$ cat src/hdl/rgbls_pkg.sv
// ----------------------------------------------------------------------------
// rgbls_pkg
// Shared types and constants for the RGB LED strip serializer.
// ----------------------------------------------------------------------------
package rgbls_pkg;

  typedef enum logic [1:0] {
    REQ_WRITE   = 2'd0,
    REQ_REFRESH = 2'd1,
    REQ_TICK    = 2'd2,
    REQ_NOP     = 2'd3
  } req_code_t;

  typedef enum logic [1:0] {
    ST_OK    = 2'd0,
    ST_BUSY  = 2'd1,
    ST_RANGE = 2'd2
  } status_t;

  typedef enum logic [1:0] {
    PH_IDLE = 2'd0,
    PH_HIGH = 2'd1,
    PH_LOW  = 2'd2,
    PH_GAP  = 2'd3
  } phase_t;

  localparam logic [1:0] CFG_SHORT = 2'd0;
  localparam logic [1:0] CFG_LONG  = 2'd1;
  localparam logic [1:0] CFG_GAP   = 2'd2;

  localparam logic [11:0] SHORT_RST = 12'd20;
  localparam logic [11:0] LONG_RST  = 12'd43;
  localparam logic [15:0] GAP_RST   = 16'd3300;

  typedef struct packed {
    logic [1:0] req_type;
    logic [6:0] led_index;
    logic [7:0] red;
    logic [7:0] green;
    logic [7:0] blue;
    logic [6:0] led_count;
  } req_t;

  typedef struct packed {
    logic       line_level;
    logic       busy_res;
    logic       frame_done;
    logic [1:0] status;
  } res_t;

  typedef struct packed {
    logic [11:0] short_ticks;
    logic [11:0] long_ticks;
    logic [15:0] gap_ticks;
  } cfg_t;

endpackage

$ cat src/hdl/rgbls_ram.sv
// ----------------------------------------------------------------------------
// rgbls_ram
// Generic single write port, single read port RAM with registered read.
// ----------------------------------------------------------------------------
module rgbls_ram #(
  parameter int WIDTH = 24,
  parameter int DEPTH = 64,
  localparam int AW = (DEPTH > 1) ? $clog2(DEPTH) : 1
) (
  input  logic             clk,
  input  logic             we,
  input  logic [AW-1:0]    waddr,
  input  logic [WIDTH-1:0] wdata,
  input  logic [AW-1:0]    raddr,
  output logic [WIDTH-1:0] rdata
);

  logic [WIDTH-1:0] mem [DEPTH];

  always_ff @(posedge clk) begin
    if (we) begin
      mem[waddr] <= wdata;
    end
    rdata <= mem[raddr];
  end

endmodule

$ cat src/hdl/rgbls_core.sv
// ----------------------------------------------------------------------------
// rgbls_core
// Pixel store and waveform state machine; one request per advance.
// ----------------------------------------------------------------------------
module rgbls_core #(
  parameter int MAX_LEDS = 64
) (
  input  logic           clk,
  input  logic           rst_n,
  input  logic           advance,
  input  rgbls_pkg::req_t req,
  input  rgbls_pkg::cfg_t cfg,
  output rgbls_pkg::res_t res
);

  localparam int AW = (MAX_LEDS > 1) ? $clog2(MAX_LEDS) : 1;
  localparam int CW = $clog2(MAX_LEDS + 1);

  rgbls_pkg::phase_t phase_r, phase_nxt;
  logic [15:0]   ticks_r, ticks_nxt, ticks_inc;
  logic [CW-1:0] led_r, led_nxt, led_inc, count_r, count_nxt, cnt_sat;
  logic [1:0]    comp_r, comp_nxt, comp_inc;
  logic [2:0]    bit_r, bit_nxt;
  logic          line_r, line_nxt;
  logic [MAX_LEDS-1:0] valid_r;
  logic          rd_valid_r;
  logic [AW-1:0] rd_addr, wr_addr;
  logic [23:0]   rd_data, word;
  logic [7:0]    cur_byte;
  logic          cur_bit, we, idle, done;
  logic          hi_end, lo_end, gap_end, last_bit;
  rgbls_pkg::status_t status;

  assign idle      = (phase_r == rgbls_pkg::PH_IDLE);
  assign ticks_inc = ticks_r + 16'd1;
  assign word      = rd_valid_r ? rd_data : 24'd0;

  always_comb begin
    case (comp_r)
      2'd0:    cur_byte = word[23:16];
      2'd1:    cur_byte = word[15:8];
      default: cur_byte = word[7:0];
    endcase
  end

  assign cur_bit = cur_byte[bit_r];
  assign hi_end  = ticks_inc >= {4'd0, cur_bit ? cfg.long_ticks : cfg.short_ticks};
  assign lo_end  = ticks_inc >= {4'd0, cur_bit ? cfg.short_ticks : cfg.long_ticks};
  assign gap_end = ticks_inc >= cfg.gap_ticks;

  assign comp_inc = (comp_r == 2'd2) ? 2'd0 : comp_r + 2'd1;
  assign led_inc  = (comp_r == 2'd2) ? led_r + CW'(1) : led_r;
  assign last_bit = (bit_r == 3'd0) && (comp_inc == 2'd0) && (led_inc == count_r);

  assign cnt_sat = (int'(req.led_count) > MAX_LEDS) ? CW'(MAX_LEDS) : CW'(req.led_count);

  // next phase
  always_comb begin
    phase_nxt = phase_r;
    case (req.req_type)
      rgbls_pkg::REQ_REFRESH: begin
        if (idle) begin
          phase_nxt = (cnt_sat == '0) ? rgbls_pkg::PH_GAP : rgbls_pkg::PH_HIGH;
        end
      end
      rgbls_pkg::REQ_TICK: begin
        case (phase_r)
          rgbls_pkg::PH_HIGH: if (hi_end) phase_nxt = rgbls_pkg::PH_LOW;
          rgbls_pkg::PH_LOW: begin
            if (lo_end) phase_nxt = last_bit ? rgbls_pkg::PH_GAP : rgbls_pkg::PH_HIGH;
          end
          rgbls_pkg::PH_GAP: if (gap_end) phase_nxt = rgbls_pkg::PH_IDLE;
          default: phase_nxt = phase_r;
        endcase
      end
      default: phase_nxt = phase_r;
    endcase
  end

  // counters, line and result
  always_comb begin
    ticks_nxt = ticks_r;
    led_nxt   = led_r;
    comp_nxt  = comp_r;
    bit_nxt   = bit_r;
    count_nxt = count_r;
    line_nxt  = line_r;
    status    = rgbls_pkg::ST_OK;
    done      = 1'b0;
    we        = 1'b0;
    case (req.req_type)
      rgbls_pkg::REQ_WRITE: begin
        if (!idle) begin
          status = rgbls_pkg::ST_BUSY;
        end else if (req.led_index == 7'd0 || int'(req.led_index) > MAX_LEDS) begin
          status = rgbls_pkg::ST_RANGE;
        end else begin
          we = 1'b1;
        end
      end
      rgbls_pkg::REQ_REFRESH: begin
        if (!idle) begin
          status = rgbls_pkg::ST_BUSY;
        end else begin
          count_nxt = cnt_sat;
          led_nxt   = '0;
          comp_nxt  = 2'd0;
          bit_nxt   = 3'd7;
          ticks_nxt = 16'd0;
          line_nxt  = (cnt_sat != '0);
        end
      end
      rgbls_pkg::REQ_TICK: begin
        case (phase_r)
          rgbls_pkg::PH_HIGH: begin
            ticks_nxt = hi_end ? 16'd0 : ticks_inc;
            if (hi_end) line_nxt = 1'b0;
          end
          rgbls_pkg::PH_LOW: begin
            ticks_nxt = lo_end ? 16'd0 : ticks_inc;
            if (lo_end) begin
              if (bit_r != 3'd0) begin
                bit_nxt = bit_r - 3'd1;
              end else begin
                bit_nxt  = 3'd7;
                comp_nxt = comp_inc;
                led_nxt  = led_inc;
              end
              line_nxt = !last_bit;
            end
          end
          rgbls_pkg::PH_GAP: begin
            ticks_nxt = gap_end ? 16'd0 : ticks_inc;
            if (gap_end) begin
              line_nxt = 1'b0;
              done     = 1'b1;
            end
          end
          default: ticks_nxt = ticks_r;
        endcase
      end
      default: status = rgbls_pkg::ST_OK;
    endcase
  end

  assign res.line_level = line_nxt;
  assign res.busy_res   = (phase_nxt != rgbls_pkg::PH_IDLE);
  assign res.frame_done = done;
  assign res.status     = status;

  // read address follows the LED that the next request will use
  always_comb begin
    if (advance) begin
      rd_addr = (int'(led_nxt) >= MAX_LEDS) ? '0 : AW'(led_nxt);
    end else begin
      rd_addr = (int'(led_r) >= MAX_LEDS) ? '0 : AW'(led_r);
    end
  end

  assign wr_addr = AW'(req.led_index - 7'd1);

  rgbls_ram #(
    .WIDTH (24),
    .DEPTH (MAX_LEDS)
  ) u_store (
    .clk   (clk),
    .we    (advance && we),
    .waddr (wr_addr),
    .wdata ({req.green, req.red, req.blue}),
    .raddr (rd_addr),
    .rdata (rd_data)
  );

  always_ff @(posedge clk) begin
    if (!rst_n) begin
      phase_r    <= rgbls_pkg::PH_IDLE;
      ticks_r    <= 16'd0;
      led_r      <= '0;
      comp_r     <= 2'd0;
      bit_r      <= 3'd7;
      count_r    <= '0;
      line_r     <= 1'b0;
      valid_r    <= '0;
      rd_valid_r <= 1'b0;
    end else begin
      rd_valid_r <= valid_r[rd_addr];
      if (advance) begin
        phase_r <= phase_nxt;
        ticks_r <= ticks_nxt;
        led_r   <= led_nxt;
        comp_r  <= comp_nxt;
        bit_r   <= bit_nxt;
        count_r <= count_nxt;
        line_r  <= line_nxt;
        if (we) begin
          valid_r[wr_addr] <= 1'b1;
        end
      end
    end
  end

endmodule

$ cat src/hdl/rgb_led_strip_serializer.sv
// ----------------------------------------------------------------------------
// rgb_led_strip_serializer
// WS2812-style strip driver: pixel store, timing registers and serializer.
// ----------------------------------------------------------------------------
// Each input transaction passes the input register, then the result register.
// Throughput: one transaction per cycle unless out_ready holds the output; the
// pixel store read is prefetched, as the store RAM has a registered read port.
// Reset: synchronous, active low; timing registers to defaults, pixels read
// dark through per-entry valid flags, no clearing pass.
module rgb_led_strip_serializer #(
  parameter int MAX_LEDS = 64
) (
  input  logic        clk,
  input  logic        rst_n,
  input  logic        in_valid,
  output logic        in_ready,
  input  logic [1:0]  in_req_type,
  input  logic [6:0]  in_led_index,
  input  logic [7:0]  in_red,
  input  logic [7:0]  in_green,
  input  logic [7:0]  in_blue,
  input  logic [6:0]  in_led_count,
  output logic        out_valid,
  input  logic        out_ready,
  output logic        out_line_level,
  output logic        out_busy_res,
  output logic        out_frame_done,
  output logic [1:0]  out_status,
  input  logic        cfg_valid,
  output logic        cfg_ready,
  input  logic [1:0]  cfg_index,
  input  logic [15:0] cfg_data
);

  rgbls_pkg::req_t req_r;
  rgbls_pkg::res_t res, res_r;
  rgbls_pkg::cfg_t cfg_r;
  logic in_valid_r, out_valid_r, advance;

  assign advance   = in_valid_r && (!out_valid_r || out_ready);
  assign in_ready  = !in_valid_r || advance;
  assign cfg_ready = 1'b1;

  always_ff @(posedge clk) begin
    if (!rst_n) begin
      in_valid_r  <= 1'b0;
      out_valid_r <= 1'b0;
      cfg_r.short_ticks <= rgbls_pkg::SHORT_RST;
      cfg_r.long_ticks  <= rgbls_pkg::LONG_RST;
      cfg_r.gap_ticks   <= rgbls_pkg::GAP_RST;
    end else begin
      if (in_ready) begin
        in_valid_r <= in_valid;
      end
      if (advance) begin
        out_valid_r <= 1'b1;
      end else if (out_ready) begin
        out_valid_r <= 1'b0;
      end
      if (cfg_valid) begin
        case (cfg_index)
          rgbls_pkg::CFG_SHORT: cfg_r.short_ticks <= cfg_data[11:0];
          rgbls_pkg::CFG_LONG:  cfg_r.long_ticks  <= cfg_data[11:0];
          rgbls_pkg::CFG_GAP:   cfg_r.gap_ticks   <= cfg_data;
          default: ;
        endcase
      end
    end
  end

  always_ff @(posedge clk) begin
    if (in_ready && in_valid) begin
      req_r <= '{req_type:  in_req_type,  led_index: in_led_index,
                 red:       in_red,       green:     in_green,
                 blue:      in_blue,      led_count: in_led_count};
    end
    if (advance) begin
      res_r <= res;
    end
  end

  rgbls_core #(
    .MAX_LEDS (MAX_LEDS)
  ) u_core (
    .clk     (clk),
    .rst_n   (rst_n),
    .advance (advance),
    .req     (req_r),
    .cfg     (cfg_r),
    .res     (res)
  );

  assign out_valid      = out_valid_r;
  assign out_line_level = res_r.line_level;
  assign out_busy_res   = res_r.busy_res;
  assign out_frame_done = res_r.frame_done;
  assign out_status     = res_r.status;

endmodule
$ cat config.mk
export PLATFORM = sky130hd
export DESIGN_NAME = rgb_led_strip_serializer
export DESIGN_NICKNAME = d
export VERILOG_FILES = /design/src/hdl/rgbls_pkg.sv /design/src/hdl/rgbls_ram.sv /design/src/hdl/rgbls_core.sv /design/src/hdl/rgb_led_strip_serializer.sv
export SDC_FILE = /design/constraint.sdc
export NUM_CORES = 2
export LEC_CHECK = 0
export BUFFER_PORTS_ARGS = -buffer_cell sky130_fd_sc_hd__buf_4
export CORE_AREA = 2 2 423 425
export CTS_BUF_LIST = sky130_fd_sc_hd__clkbuf_8
export DETAILED_ROUTE_END_ITERATION = 12
export DIE_AREA = 0 0 425 427
export GPL_TIMING_DRIVEN = 1
export PLACE_DENSITY = 0.59
export SLEW_MARGIN = 20
export SYNTH_ARGS = -nofsm -noshare
export SYNTH_HDL_FRONTEND = slang
export SYNTH_SLANG_ARGS = --single-unit
$ cat constraint.sdc
create_clock -name clk -period 15.2 [get_ports clk]
set_input_delay 0 -clock clk [delete_from_list [all_inputs] [get_ports clk]]
set_output_delay 0 -clock clk [all_outputs]
set_load 0.005 [all_outputs]
==> impl_metrics.yaml <==
yosys:
  synthTopCellsByArea: "edfxtp_1, dfxtp_1, nand2_1"
  yosys_warnings: 0
  avgSynthCellArea_um2: 14.3
  synthesis.area_um2: 70500
  synth_seq_cells: 1750
  synth_top_cell_by_area: "edfxtp_1"
  synth-main-ff-cell: "edfxtp_1"
  synthDistinctLibCells: 85
  seq_area_frac_synth: 0.721
  synth_top_area_frac: 0.673
  syn_inst: 4936
  synth_edf_count: 1581
  synthArstFlopShare: 0
  synth_fp_nets: 5047
detailed_routing:
  wl_per_cell_um: 27.4
  first_pass_iters: 5
  drt_iter0_drc: 5032
  wirelength_um: 216000
  viasPerCell: 5.72
  ant_nets: 0
  num_vias: 45107
  drc: 0
clocking:
  cts_root_buffer: "clkbuf_8"
  post_cts_buffers: 0
  cts_buffers: 304
  cts_buffer_depth: 4
  clock_latency_ps: 1020
  clock-sinks: 1750
  cts_tree: "done"
  clk_pin_slew_ps: 60
  cts_max_level: 5
placement:
  placed_area_um2: 74300
  dp_hpwl_um: 125000
  port_buffers: 69
  gp_congestion: 0.879
  placed_cells: 7210
grt:
  grt_usage: 0.234
  grt_max_degree: 144
  antenna_found_initial: 10
  grt_pass1_vias: 43265
  grt_pass1_wl_um: 309000
  grt_overflow: 0
floorplan:
  die_y_um: 427
  num_io_pins: 71
  fp.dieArea_um2: 181000
  die_w_um: 425
  fp-row-count: 155
  core_area_um2: 177000
  start_util: 0.398
sta:
  fmax_ghz: 0.108
  fin_crit_ps: 9300
  drv_slew: 0
  relSlewSlack: 0.0829
  fin_tns_setup_ps: 0
  fin_crit_sh: 0.612
  fin_skew_ps: 87.7
  hold_violations: 0
  rsz0062_at_grt: "false"
  setup_viol: 0
  worstMarginPinSlew_ps: 1360
critical_path:
  crit_required_ps: 16130
  reg2reg_from: "u_core.comp_r[0]"
  crit_arrival_ps: 10240
  ff2ff_path_depth: 21
  start_kind: "register"
  crit_start: "u_core.comp_r[0]"
  path_max_fanout: 139
  worst_setup_path_end_kind: "register"
  crit_type: "register to register"
cells_and_area:
  instances_no_fill: 7881
  nNetsFinal: 5424
  drive_gt1_frac: 0.175
  design_area_um2: 81200
  syn_to_final_growth_pct: 15.1
min_path:
  worstHoldStart: "in_led_index[4]"
  min_path_cells: 3
  hold_path.class: "input pin to register"
pwr:
  max-vdd-ir-drop_uv: 74.9
  p_leak_nw: 28.0
  cellPowerDensity_nw_per_um2: 122
job:
  maxCapViolations: 0
status:
  outcome: "finished clean"
==> metal layers <==
layer / track usage / share of wire / vias to the layer above
met5: 0 / 0.00012 / -
li1: - / - / 19596
met2: 0.376 / 0.47 / 2085
met4: 0.100 / 0.044 / 4
met3: 0.0463 / 0.079 / 448
met1: 0.310 / 0.41 / 22974
==> per-stage QoR <==
stage | power [W] | utilization | worst slack [ps] | hold WS [ps]
2_1_floorplan | 0.00577 | - | 8770 | 98.9
5_1_grt | 0.0102 | 0.458 | 5770 | 209
4_1_cts | 0.00997 | 0.458 | 6040 | 131
3_3_place_gp | 0.00606 | 0.419 | 6010 | 179
3_5_place_dp | 0.00607 | 0.419 | 5970 | 179
6_report | 0.00992 | 0.458 | 5900 | 241
==> final timing paths <==
kind | endpoint | slack (ps)
worst max-delay path | u_core.u_store.rdata[11] | 5900
worst min-delay path | req_r[35] | 240
worst max register to register | u_core.u_store.rdata[11] | 5900
worst min register to register | cfg_r[3] | 460
==> synthesized netlist by cell type (55+ instances only) <==
library cell  number
a21oi_1          266
buf_2             72
clkbuf_1         208
dfxtp_1          169
edfxtp_1        1581
mux2_2           202
mux2i_1          167
mux4_2            74
nand2_1          725
nand3_1          320
nand4_1           55
nor2_1           276
nor4_1            56
o21ai_0          153
==> layout by cell type, fill, tap and decap left out, types with 9 or more instances in the layout <==
master / count
and3_1: 13
nand3_1: 318
a2111oi_0: 15
a211oi_1: 23
nor2_2: 62
ha_1: 48
nand2_1: 722
mux2i_1: 166
nor3_1: 39
buf_4: 225
clkinv_2: 9
o221ai_1: 25
clkinv_1: 37
edfxtp_1: 1581
a221oi_1: 25
xnor2_1: 24
nor2_1: 210
nor3b_1: 9
a22o_1: 24
o22ai_1: 32
nor4_1: 54
o211ai_1: 35
diode_2: 9
a32o_1: 23
mux2_2: 202
clkbuf_8: 321
inv_1: 163
dlygate4sd3_1: 152
dfxtp_1: 169
a21oi_1: 266
o21ai_0: 152
a22oi_1: 27
nand4_1: 55
mux4_2: 74
a21o_1: 19
a31oi_1: 29
==> worst max-delay path: stages, from the launching register on <==
cell and delay [ps]:
dfxtp_1 790, mux2_2 420, mux4_2 450, mux4_2 460
nand2_1 200, buf_4 390, mux2_2 380, ha_1 270
nor2b_1 40, o21ai_0 180, a21oi_1 130, o21bai_1 470
o21ai_0 340, a21o_1 300, a211o_4 430, nand2_4 670
buf_4 710, buf_12 550, mux2_2 290, o221ai_1 110
nor4_1 1150, a22o_1 270
==> layout make-up <==
class	count	area, um2
fillers	15556	96100
flip-flops and latches	1750	50900
multi-input cells	2839	18600
clock buffers	321	4420
repair buffers	382	3310
well taps	2355	2950
clock inverters	189	910
inverters	36	138
diodes	9	22.5
==> cells by family after synthesis <==
| kind of cell | after synthesis | synth area share |
|---|---|---|
| and+or+nand+nor | 1555 | 0.0971 |
| adders and majority gates | 48 | 0.00851 |
| muxes | 443 | 0.0796 |
| DFF | 1750 | 0.721 |
| other | 1 | 0.0000532 |
| xor gates and xnor gates | 29 | 0.00360 |
| AOI/OAI and AO/OA | 763 | 0.0695 |
| buffers and inverters | 347 | 0.0208 |
==> power by group <==
group          switching [W]  internal (W)
clock                0.00187       0.00203
combinational       0.000488      0.000215
sequential         0.0000304       0.00528
total                0.00239       0.00752
==> registers in the layout, summed over array words and instances, names as in the netlist <==
| name | count |
|---|---|
| req_r | 40 |
| u_core.u_store.mem | 1536 |
| u_core.bit_r | 3 |
| u_core.phase_r | 2 |
| u_core.ticks_r | 16 |
| in_valid_r | 1 |
| u_core.rd_valid_r | 1 |
| u_core.line_r | 1 |
| u_core.led_r | 7 |
| u_core.comp_r | 2 |
| out_status | 2 |
| u_core.u_store.rdata | 24 |
| out_busy_res | 1 |
| u_core.valid_r | 64 |
| cfg_r | 40 |
| out_line_level | 1 |
| u_core.count_r | 7 |
| out_valid | 1 |
| out_frame_done | 1 |
==> repair_timing <==
| action | 4_1_cts | 5_1_grt |
|---|---|---|
| resized for setup | 0 | 0 |
| endpoints found under the hold margin | 154 | 0 |
| hold buffers | 152 | 0 |
No activity file was read; power rests on OpenSTA's default activity.
